[src/hw/rtl/qm_pkg.sv]
// ----------------------------------------------------------------------------
// qm_pkg
// Shared widths, payload words and lane constants for the quaternion product.
// ----------------------------------------------------------------------------
package qm_pkg;

	// Component format: signed Q2.14 in 16 bits.
	localparam int COMP_WIDTH = 16;
	localparam int FRAC_BITS  = 14;

	// Product, exact four-term sum and rounded sum widths.
	localparam int PROD_WIDTH = 2 * COMP_WIDTH;
	localparam int SUM_WIDTH  = PROD_WIDTH + 2;
	localparam int RND_WIDTH  = SUM_WIDTH - FRAC_BITS;

	// One lane per output component, four products per lane.
	localparam int NUM_LANES = 4;
	localparam int NUM_TERMS = 4;

	typedef logic signed [COMP_WIDTH-1:0] comp_t;
	typedef logic signed [PROD_WIDTH-1:0] prod_t;
	typedef logic signed [RND_WIDTH-1:0]  rnd_t;
	typedef logic [NUM_TERMS-1:0]         neg_mask_t;

	// Input word: left and right quaternions in w,x,y,z order.
	typedef struct packed {
		comp_t a_w;
		comp_t a_x;
		comp_t a_y;
		comp_t a_z;
		comp_t b_w;
		comp_t b_x;
		comp_t b_y;
		comp_t b_z;
	} in_word_t;

	// Output word: rounded, saturated product and the clip flag.
	typedef struct packed {
		comp_t prod_w;
		comp_t prod_x;
		comp_t prod_y;
		comp_t prod_z;
		logic  saturated;
	} out_word_t;

	// Pipeline enables that the top level hands to every lane.
	typedef struct packed {
		logic en_s1;
		logic en_s2;
	} lane_ctl_t;

	// Lane L, term T multiplies a[T] by b[L ^ T]. Bit T of the mask marks a
	// term that is subtracted. Lane order is w, x, y, z.
	localparam neg_mask_t LANE_NEG [NUM_LANES] = '{
		4'b1110,
		4'b1000,
		4'b0010,
		4'b0100
	};

endpackage

[src/hw/rtl/qm_lane.sv]
// ----------------------------------------------------------------------------
// qm_lane
// One product component: four signed multiplies, then a signed sum with the
// rounding half added and the fraction bits dropped.
// ----------------------------------------------------------------------------
module qm_lane (
	input  logic              clk,
	input  qm_pkg::lane_ctl_t ctl,
	input  qm_pkg::comp_t     a_op [qm_pkg::NUM_TERMS],
	input  qm_pkg::comp_t     b_op [qm_pkg::NUM_TERMS],
	input  qm_pkg::neg_mask_t neg,
	output qm_pkg::rnd_t      sum_s2
);
	import qm_pkg::*;

	localparam logic signed [SUM_WIDTH-1:0] HALF = SUM_WIDTH'(64'sd1 <<< (FRAC_BITS - 1));

	prod_t                   prod_s1 [NUM_TERMS];
	logic signed [SUM_WIDTH-1:0] acc;

	// Stage 1: the four products, one multiplier each.
	always_ff @(posedge clk) begin
		if (ctl.en_s1) begin
			for (int t = 0; t < NUM_TERMS; t++) begin
				prod_s1[t] <= prod_t'(a_op[t]) * prod_t'(b_op[t]);
			end
		end
	end

	// Exact signed sum plus the rounding half; halves round up.
	always_comb begin
		acc = HALF;
		for (int t = 0; t < NUM_TERMS; t++) begin
			if (neg[t]) begin
				acc = acc - SUM_WIDTH'(prod_s1[t]);
			end else begin
				acc = acc + SUM_WIDTH'(prod_s1[t]);
			end
		end
	end

	// Stage 2: floor shift by the fraction bits.
	always_ff @(posedge clk) begin
		if (ctl.en_s2) begin
			sum_s2 <= acc[SUM_WIDTH-1:FRAC_BITS];
		end
	end

endmodule

[config.mk]
export PLATFORM = sky130hd
export DESIGN_NAME = qm_lane
export DESIGN_NICKNAME = d
export VERILOG_FILES = /design/src/hw/rtl/qm_pkg.sv /design/src/hw/rtl/qm_lane.sv
export SDC_FILE = /design/constraint.sdc
export NUM_CORES = 2
export LEC_CHECK = 0
export BUFFER_PORTS_ARGS = -buffer_cell sky130_fd_sc_hd__buf_4
export CAP_MARGIN = 15
export CORE_MARGIN = 2
export CORE_UTILIZATION = 30
export DETAILED_ROUTE_END_ITERATION = 12
export PLACE_DENSITY = 0.46
export REMOVE_ABC_BUFFERS = 1
export SLEW_MARGIN = 0
export SYNTH_ARGS = -nofsm -noshare
export SYNTH_HDL_FRONTEND = slang
export SYNTH_SLANG_ARGS = --single-unit
[constraint.sdc]
create_clock -name clk -period 11.8 [get_ports clk]
set_input_delay 0 -clock clk [delete_from_list [all_inputs] [get_ports clk]]
set_output_delay 0 -clock clk [all_outputs]
set_load 0.005 [all_outputs]
-- After elaboration in Yosys (flattened, before gate mapping)
Memories as Yosys holds them, arrays and structs flattened.
Index checks and enable logic that the tools add are counted.
- multiply operators: 4
- mux-type cells: 6
- add/sub/neg operators: 8
- operators by type and width (operator ; number):
    34-bit two-way mux ; 4
    16-bit by 16-bit multiplier with 32-bit output ; 4
    34-bit by 32-bit adder with 34-bit output ; 3
    34-bit by 32-bit subtractor with 34-bit output ; 3
    15-bit by 32-bit adder with 33-bit output, first input constant ; 1
    15-bit by 32-bit subtractor with 33-bit output, first input constant ; 1
    1-bit two-way mux ; 2
- flip-flop bits (word level): 20
- memories: 1
- bits in writable memories: 128
- word-level logic and storage cells: 20
- memories (memory ; depth ; width ; read ports ; clocked after memory_dff ; write ports ; line ; RTL):
    prod_s1 ; 4 ; 32 ; 4 ; 0 ; 4 ; qm_lane.sv:18 ; prod_t prod_s1 [NUM_TERMS];

-- Depth between registers and ports, before layout
- word-level depth: 8
- mapped depth: 37

-- Worst setup path after synthesis
Ideal clock, no wire load.
- path kind: reg2reg
- from: memory prod_s1[0][0] (netlist bit)
- to: register sum_s2[19] (data pin)
- cell stages (with the launch flop): 34
- slack: 4.914 ns
- arrival time: 6.617 ns
- data required time: 11.531 ns
- period minus slack after synthesis: 6.886 ns
- library setup time: 0.269 ns
- cell sequence: edfxtp_1 > inv_1 > ha_1 > or3b_1 > nand2b_1 > nand2_1 > xnor2_1 > ha_1 > o21a_1 > a21oi_1 > o22ai_1 > a311oi_1 > a211o_1 > nand2_1 > a21o_1 > a21oi_1 > xnor2_1 > ha_1 > inv_1 > o21ai_0 > a221o_1 > a221o_1 > a41o_1 > o21a_1 > nor2_1 > xnor2_1 > ha_1 > a21o_1 > a21oi_1 > o22ai_1 > nor3_1 > o21bai_1 > a21oi_1 > xor3_1
- RTL lines (element ; line ; RTL):
    start: declaration ; qm_lane.sv:18 ;
    end signal: assignment ; qm_lane.sv:45 ; sum_s2 <= acc[SUM_WIDTH-1:FRAC_BITS];
    end: declaration ; qm_lane.sv:12 ; output qm_pkg::rnd_t sum_s2

==> flow_metrics.tcl <==
set metrics [dict create \
    status "finished clean" \
    worstPathArrival_ns 8.30 \
    yosysSeqAreaShare 0.0884 \
    portBuffers 154 \
    wl_per_cell_um 16.7 \
    place_congestion 0.823 \
    drv_slew 0 \
    skew_ns 0.00986 \
    htreeDepth 4 \
    syn_inst 5455 \
    final_common_cell "inv_1" \
    final_hold_viol_count 0 \
    grt_pass1_vias 38900 \
    syn_area_um2 50300 \
    drc 0 \
    rsz0062_at_grt "false" \
    hold_path.class "in -> reg" \
    post-route-util 0.325 \
    worst_pin_slew_ns 0.965 \
    cp-start-kind "flop" \
    path_clk_slew_ns 0.06 \
    crit_type "reg -> reg" \
    core_area_um2 167000 \
    holdWs_ns 0.0198 \
    timing.rr.end "sum_s2[19]" \
    cts.sinks 148 \
    track_usage 0.157 \
    fill_cells 17300 \
    hpwl_mm 107 \
    r2r_start "prod_s1[1][5]" \
    fin_cells 7704 \
    fin_nets 7105 \
    diodes 0 \
    first_pass_iters 5 \
    drtAntennaViolNets 0 \
    slowest_delay_ns 0.72 \
    r2r_cells 31 \
    synthArstFlopShare 0 \
    layout_common_cells "inv_1, fa_1, nand2_1" \
    r2r_slack_ns 3.72 \
    crit_top_cell "a21oi_1" \
    syn_area_per_cell_um2 9.22 \
    grt_pass1_wl_mm 214 \
    cts_tree "built" \
    critPathCaptureType "flop" \
    crit_start "prod_s1[1][5]" \
    fin_tns_setup_ns 0 \
    vias 35800 \
    cts_root_buf "clkbuf_16" \
    cts_max_path_buffers 2 \
    grt_antenna_before_repair 2 \
    finalCritPeriodShare 0.684 \
    vias_per_cell 4.65 \
    first_iter_violations 1703 \
    yosysWarnings 0 \
    cts_buffers 17 \
    cts-resized-gates 0 \
    grt_max_degree 74 \
    grt-ovfl-total 0 \
    synth_edf_count 148 \
    ys_ff_latch 148 \
    initial_core_util 0.301 \
    die-area_um2 171000 \
    cap_violations 0 \
    placed_cells 7666 \
    synth_cell_types 76 \
    critPathMaxFanout 5 \
    clk_latency_ns 0.49 \
    die_y_um 413 \
    ys.flop_type "edfxtp_1" \
    cp.required_ns 12.02 \
    clock.fmax_mhz 124 \
    drive_gt1_frac 0.0380 \
    die_width_um 413 \
    critPathCapture "sum_s2[19]" \
    setup_violations 0 \
    syn_to_final_growth_pct 7.90 \
    routed_wl_mm 129 \
    relSlewSlack 0.357 \
    min_period_ns 8.08 \
    ios 155 \
    slowest_stage "a311oi_1" \
    rows 150 \
]
[cells by family after synthesis]
logic type,after synthesis,synth area share
compound gates,598,0.0743
xor+xnor,328,0.0576
fa+ha+maj,1483,0.526
buf+inv,1330,0.0993
flops,148,0.0884
mux,10,0.00199
simple gates,1558,0.153
[final cells by class]
class | instances | area (µm²) | area share
Clock buffer | 18 | 429 | 0.00791
Clock inverter | 14 | 116 | 0.00214
Inverter | 1182 | 4440 | 0.0818
Multi-Input combinational cell | 3977 | 40800 | 0.753
Sequential cell | 148 | 4440 | 0.0819
Tap cell | 2204 | 2760 | 0.0508
Timing Repair Buffer | 161 | 1230 | 0.0226
[through the flow]
step | instance area [µm²] | setup slack, ns
floorplan | 49700 | 4.91
global placement | 53600 | 3.86
detailed placement | 53600 | 3.75
CTS | 54300 | 3.70
global route | 54300 | 3.11
finish | 54300 | 3.72
[worst max-delay path, delay by kind of cell (launching register included)]
family          cells  cell delay (ns)
compound gates     16             3.65
xor+xnor            4             0.70
fa+ha+maj           3             1.01
buf+inv             2             0.19
flops               1             0.42
simple gates        6             1.83
[cells in the mapped netlist (10+ instances only)]
library cell / instances / area [µm²]
ha_1: 433 / 5420
mux2i_1: 10 / 100
nor4_1: 15 / 93.8
nand2_1: 643 / 2410
fa_1: 1050 / 21000
and3_1: 22 / 138
o21ai_1: 27 / 135
xnor2_1: 265 / 2320
inv_1: 1182 / 4440
edfxtp_1: 148 / 4440
o31ai_1: 17 / 128
o21ai_0: 79 / 395
nand4_1: 16 / 100
a31oi_1: 29 / 181
nand3_1: 36 / 180
a211oi_1: 20 / 150
o21a_1: 31 / 233
o21bai_1: 33 / 248
xor2_1: 61 / 534
and2_1: 417 / 2610
clkbuf_1: 145 / 544
a21oi_1: 214 / 1070
nor2_1: 187 / 702
nand2b_1: 88 / 551
or4_1: 11 / 82.6
a21o_1: 73 / 548
nor3_1: 51 / 255
nor2b_1: 18 / 113
or3_1: 15 / 93.8
[worst min-delay path by stage]
stage	start	endpoint	slack, ns	depth (start not counted)
CTS	ctl[1]	prod_s1[0][31]	0.008	1
finish	ctl[1]	prod_s1[0][31]	0.02	1
detailed placement	ctl[0]	sum_s2[16]	0.42	1
global placement	ctl[0]	sum_s2[16]	0.41	1
global route	ctl[1]	prod_s1[0][31]	0.03	1
floorplan	ctl[1]	prod_s1[0][0]	0.11	0
[sequential cells by signal, indices dropped and copies added, names as in the netlist]
| signal | cells |
|---|---|
| sum_s2 | 20 |
| prod_s1 | 128 |
[metal layers]
metal	track usage	part of all wire	routed length (µm)
met5	0	0.00010	13
met1	0.220	0.47	60800
met4	0.0217	0.010	1290
met2	0.270	0.49	63100
met3	0.0128	0.026	3320
[timing repair]
action | in CTS | in global routing
setup endpoints to repair | 0 | 0
setup buffers | 0 | 0
hold buffers | 6 | 0
hold endpoints to repair | 23 | 0
Power is not shown: default switching activity piles up to over one toggle a cycle in this logic, so the estimate is an artifact.
