--- src/hw/rtl/qm_pkg.sv ---
// ----------------------------------------------------------------------------
// qm_pkg
// Shared widths, payload words and lane constants for the quaternion product.
// ----------------------------------------------------------------------------
package qm_pkg;

	// Component format: signed Q2.14 in 16 bits.
	localparam int COMP_WIDTH = 16;
	localparam int FRAC_BITS  = 14;

	// Product, exact four-term sum and rounded sum widths.
	localparam int PROD_WIDTH = 2 * COMP_WIDTH;
	localparam int SUM_WIDTH  = PROD_WIDTH + 2;
	localparam int RND_WIDTH  = SUM_WIDTH - FRAC_BITS;

	// One lane per output component, four products per lane.
	localparam int NUM_LANES = 4;
	localparam int NUM_TERMS = 4;

	typedef logic signed [COMP_WIDTH-1:0] comp_t;
	typedef logic signed [PROD_WIDTH-1:0] prod_t;
	typedef logic signed [RND_WIDTH-1:0]  rnd_t;
	typedef logic [NUM_TERMS-1:0]         neg_mask_t;

	// Input word: left and right quaternions in w,x,y,z order.
	typedef struct packed {
		comp_t a_w;
		comp_t a_x;
		comp_t a_y;
		comp_t a_z;
		comp_t b_w;
		comp_t b_x;
		comp_t b_y;
		comp_t b_z;
	} in_word_t;

	// Output word: rounded, saturated product and the clip flag.
	typedef struct packed {
		comp_t prod_w;
		comp_t prod_x;
		comp_t prod_y;
		comp_t prod_z;
		logic  saturated;
	} out_word_t;

	// Pipeline enables that the top level hands to every lane.
	typedef struct packed {
		logic en_s1;
		logic en_s2;
	} lane_ctl_t;

	// Lane L, term T multiplies a[T] by b[L ^ T]. Bit T of the mask marks a
	// term that is subtracted. Lane order is w, x, y, z.
	localparam neg_mask_t LANE_NEG [NUM_LANES] = '{
		4'b1110,
		4'b1000,
		4'b0010,
		4'b0100
	};

endpackage

--- src/hw/rtl/qm_merge.sv ---
// ----------------------------------------------------------------------------
// qm_merge
// Saturates the four lane sums to the component range, gathers the clip
// flag and holds the finished output word.
// ----------------------------------------------------------------------------
module qm_merge (
	input  logic              clk,
	input  logic              en,
	input  qm_pkg::rnd_t      sum_s2 [qm_pkg::NUM_LANES],
	output qm_pkg::out_word_t word_q
);
	import qm_pkg::*;

	localparam comp_t COMP_MAX = comp_t'({1'b0, {(COMP_WIDTH-1){1'b1}}});
	localparam comp_t COMP_MIN = comp_t'({1'b1, {(COMP_WIDTH-1){1'b0}}});

	comp_t comp [NUM_LANES];
	logic  clip [NUM_LANES];

	// A sum fits when every bit from the component sign up agrees.
	always_comb begin
		for (int l = 0; l < NUM_LANES; l++) begin
			clip[l] = !((&sum_s2[l][RND_WIDTH-1:COMP_WIDTH-1]) ||
				(~|sum_s2[l][RND_WIDTH-1:COMP_WIDTH-1]));
			if (!clip[l]) begin
				comp[l] = sum_s2[l][COMP_WIDTH-1:0];
			end else if (sum_s2[l][RND_WIDTH-1]) begin
				comp[l] = COMP_MIN;
			end else begin
				comp[l] = COMP_MAX;
			end
		end
	end

	// Output register.
	always_ff @(posedge clk) begin
		if (en) begin
			word_q.prod_w    <= comp[0];
			word_q.prod_x    <= comp[1];
			word_q.prod_y    <= comp[2];
			word_q.prod_z    <= comp[3];
			word_q.saturated <= clip[0] | clip[1] | clip[2] | clip[3];
		end
	end

endmodule

--- config.mk ---
export PLATFORM = sky130hd
export DESIGN_NAME = qm_merge
export DESIGN_NICKNAME = d
export VERILOG_FILES = /design/src/hw/rtl/qm_pkg.sv /design/src/hw/rtl/qm_merge.sv
export SDC_FILE = /design/constraint.sdc
export NUM_CORES = 1
export LEC_CHECK = 0
export BUFFER_PORTS_ARGS = -buffer_cell sky130_fd_sc_hd__buf_2
export CAP_MARGIN = 10
export CELL_PAD_IN_SITES_DETAIL_PLACEMENT = 1
export CELL_PAD_IN_SITES_GLOBAL_PLACEMENT = 1
export CORE_ASPECT_RATIO = 0.75
export CORE_MARGIN = 4
export CORE_UTILIZATION = 39
export CTS_BUF_LIST = sky130_fd_sc_hd__clkbuf_8
export DETAILED_ROUTE_END_ITERATION = 6
export PLACE_DENSITY_LB_ADDON = 0.1
export SYNTH_ARGS = -nofsm -noshare
export SYNTH_HDL_FRONTEND = slang
export SYNTH_SLANG_ARGS = --single-unit
--- constraint.sdc ---
create_clock -name clk -period 3.05 [get_ports clk]
set_clock_uncertainty 0.05 [all_clocks]
set_input_delay 0.305 -clock clk [delete_from_list [all_inputs] [get_ports clk]]
set_output_delay 0.305 -clock clk [all_outputs]
set_load 0.02 [all_outputs]
# [After elaboration in Yosys (flattened, before gate mapping)]
# Cells that the tools add are included.
[totals] ff_bits=65 output_inout_bits=65 word_cells=36 input_bits=82
[classes] reduce_logical=20 muxes=8 bitwise=3
[ops] cell="2-to-1 mux 16 bit" count=8
[ops] cell="AND reduction 5 bit" count=4
[ops] cell="OR reduction 5 bit" count=4
[ops] cell="logical NOT 1 bit" count=8
[ops] cell="logical OR 1 bit" count=4
[ops] cell="OR 1 bit" count=3

# [Depth between registers and ports, before layout]
[logic_depth] depth_word=7 depth_mapped=5 mapped_depth_nobuf=3

# [Worst setup path before layout]
# OpenSTA, ideal clock, no wires.
[synth_path] path_kind="input to register" start="in sum_s2[59] in the netlist's numbering" end="reg word_q[0] in the netlist's numbering (data pin)" n_path_buf=2 setup_ns=0.265 required_ns=2.735 path_slack_ns=1.205 arrival_time_ns=1.530 stages=5 path_cell_list="buf_6 -> or4_4 -> mux2i_4 -> buf_12 -> nand4_1"
[synth_between] elab_chain_cells=7 elab_cells_between_ends=8 cone_classes="bitwise (3); reduce/logical (5)"
[synth_lines] item="start, declared" line="qm_merge.sv:9" text="input qm_pkg::rnd_t sum_s2 [qm_pkg::NUM_LANES],"
[synth_lines] item="OR reduction 5 bit" line="qm_merge.sv:24" text="(~|sum_s2[l][RND_WIDTH-1:COMP_WIDTH-1]));"
[synth_lines] item="logical NOT 1 bit" line="qm_merge.sv:24"
[synth_lines] item="logical OR 1 bit *" line="qm_merge.sv:23" text="clip[l] = !((&sum_s2[l][RND_WIDTH-1:COMP_WIDTH-1]) ||"
[synth_lines] item="logical NOT 1 bit *" line="qm_merge.sv:23"
[synth_lines] item="OR 1 bit * (3 in a row)" line="qm_merge.sv:42" text="word_q.saturated <= clip[0] | clip[1] | clip[2] | clip[3];"
[synth_lines] item="end, declared" line="qm_merge.sv:10" text="output qm_pkg::out_word_t word_q"
# Mark *: on every way between the ends. The rest lies on a longest branch, timed or not.
# A chain may end at the register's enable or synchronous reset.

==> impl_metrics.csv <==
group,metric,value,unit
run_status,status,"complete, no violations",
route,vias_per_cell,4.688,
die,die_w,106.6,um
timing,period_share,0.6221,
timing,setup_violations,0,
final_layout,synthToLayoutAreaGrowth,32.56,%
worst_setup_path,required,3050,ps
die,rows,26,
yosys,ys_warn_count,0,
final_layout,regArea,1952,um2
yosys,synth_fa_ha_area_frac,0,
yosys,ys_seq_area_frac,0.6863,
cts,cts_tree,"built",
power_and_ir_drop,pwr_density_cell,534.9,nW/um2
yosys,avgSynthCellArea,15.29,um2
die,core_area,6962,um2
placement,placed_cell_area,3617,um2
yosys,synthXorXnorAreaFrac,0,
cts,ctsHoldBuffers,0,
timing,maxSlewHeadroom,0.2962,
cts,clk_pin_slew,70,ps
die,io_pins,147,
route,wl_per_cell,16.46,um
placement,place_hpwl,5282,um
worst_setup_path,path_cells,"buf_2 > or4_4 > mux2i_4 > mux2i_1",
placement,place_congestion,0.7389,
yosys,synth_edf_count,65,
timing,fmax,527.1,MHz
route,first_pass_iters,4,
power_and_ir_drop,ir_drop,0.2722,mV
yosys,async_flop_share,0,
yosys,syn-num-nets,268,
timing,finalHoldViolCount,0,
run,max_cap_violations,0,
timing,rsz0062_at_grt,"false",
worst_setup_path,arrival,1900,ps
yosys,synth_top_area_frac,0.6863,
grt,grt-ovfl-total,0,
cts,cts_resized,0,
cts,cts.sinks,65,
final_layout,layout-drive-gt1-share,0.4880,
die,dieHeight,81.96,um
yosys,synth_area_leaders,"edfxtp_1 69%, mux2i_1 11%, a21o_1 7.9%, inv_1 4.0%, mux2i_4 1.6%",
final_layout,nFillCells,776,
yosys,synth_top_family_by_area,"multiplexers",
route,drt_iter0_drc,62,
power_and_ir_drop,p_leak,1.757,nW
yosys,synth-compound-area-share,0.07919,
timing,final.setup.worst_slack,1153,ps
timing,period_needed,1897,ps
timing,final_max_slew_viol_count,0,
worst_setup_path,crit_slowest_cell,"mux2i_4",
cts,htreeDepth,3,
route,wirelength,7110,um
final_layout,multi_input_area,679.4,um2
placement,post-place-ws,781.3,ps
worst_setup_path,cpPeakStageDelay,630,ps
grt,grt_pass1_vias,2090,
yosys,synthFlopType,"edfxtp_1",
worst_setup_path,critPathKind,"input port to flop",
yosys,netlist_top_cells_count,"65 x edfxtp_1, 32 x mux2i_1, 30 x a21o_1, 30 x inv_1, 10 x clkbuf_1",
placement,port_buffers,146,
yosys,ys_ff_latch,65,
cts,post_cts_buffers,0,
yosys,synthSimpleGateAreaFrac,0.03124,
route,drc,0,
yosys,syn-cell-area,2844,um2
grt,grt_max_degree,37,
yosys,synth_top_cell_by_area,"edfxtp_1",
timing,tightest_slew,1054,ps
yosys,synthMostInstantiatedCell,"edfxtp_1",
final_layout,reg_top3,"word_q (65)",
cts,cts_buffers,9,
grt,antenna_found_initial,0,
worst_hold_path,holdCritPathClass,"input port to flop",
timing,tns,0,ps
die,die_area,8737,um2
route,vias,2025,
yosys,synth_mux_area_frac,0.1285,
final_layout,fin_nets,412,
final_layout,largest-register,"word_q",
yosys,synth_cell_types,13,
route,ant_nets,0,
final_layout,stdcell_area,3770,um2
final_layout,diodes,0,
cts,clockBufferDepth,2,
final_layout,largest_reg_flops,65,
yosys,synthCells,186,
grt,grt_usage,0.1591,
die,initial_core_util,0.4085,
worst_setup_path,start_kind,"input port",
grt,grt_pass1_wl,10490,um
worst_setup_path,end_kind,"flop",
cts,root_buffer,"clkbuf_8",
worst_setup_path,crit_path_max_fanout,18,
## layout make-up
cell class / count / area share
repair buffers: 147 / 0.1991
flip-flops and latches: 65 / 0.5178
multi-input cells: 77 / 0.1802
inverters: 30 / 0.02987
well taps: 98 / 0.03253
clock inverters: 6 / 0.007634
clock buffers: 9 / 0.03286
## per-layer routing
| layer | GRT usage | share of wire |
|---|---|---|
| met5 | 0 | 0 |
| met4 | 0.04725 | 0.011 |
| met3 | 0.06049 | 0.091 |
| met2 | 0.2695 | 0.47 |
| met1 | 0.1912 | 0.43 |
## cell usage in the layout (no fill, tap or decap), drive strengths merged
master	instances
or4	4
a21o	30
clkbuf	9
inv	32
clkinv	3
nor2b	2
clkinvlp	1
nand2	2
edfxtp	65
buf	147
nand4	5
mux2i	34
## final timing paths
path | endpoint | cells past startpoint | startpoint | slack (ps)
min | word_q[32] | 1 | sum_s2[39] | 170
max | word_q[5] | 4 | sum_s2[19] | 1150
## worst max-delay path, delay by kind of cell
family                 cells  cell delay [ps]
AND/OR/NAND/NOR            1              580
multiplexers               2              810
buffers and inverters      1              200
## metrics by stage
step	power, W	instances	utilization	hold WS, ps
global placement	0.001452	417	0.5196	488.4
global route	0.002112	432	0.5415	153.7
finish	0.002017	432	0.5415	167.0
CTS	0.002046	432	0.5415	150.4
floorplan	0.001300	186	-	367.5
detailed placement	0.001461	417	0.5196	499.3
## kinds of logic (layout without fill, tap and decap cells)
| kind of cell | after synthesis | after routing |
|---|---|---|
| flip-flops | 65 | 65 |
| AO/OA/AOI/OAI | 30 | 30 |
| buffers and inverters | 44 | 192 |
| AND/OR/NAND/NOR | 13 | 13 |
| multiplexers | 34 | 34 |
## where the power goes
group,switching (W),internal (W)
logic,0.000214,0.000129
clock network,0.000302,0.000278
registers,0.0000197,0.00107
total,0.000535,0.00148
Power figures use the tool's default switching activity.
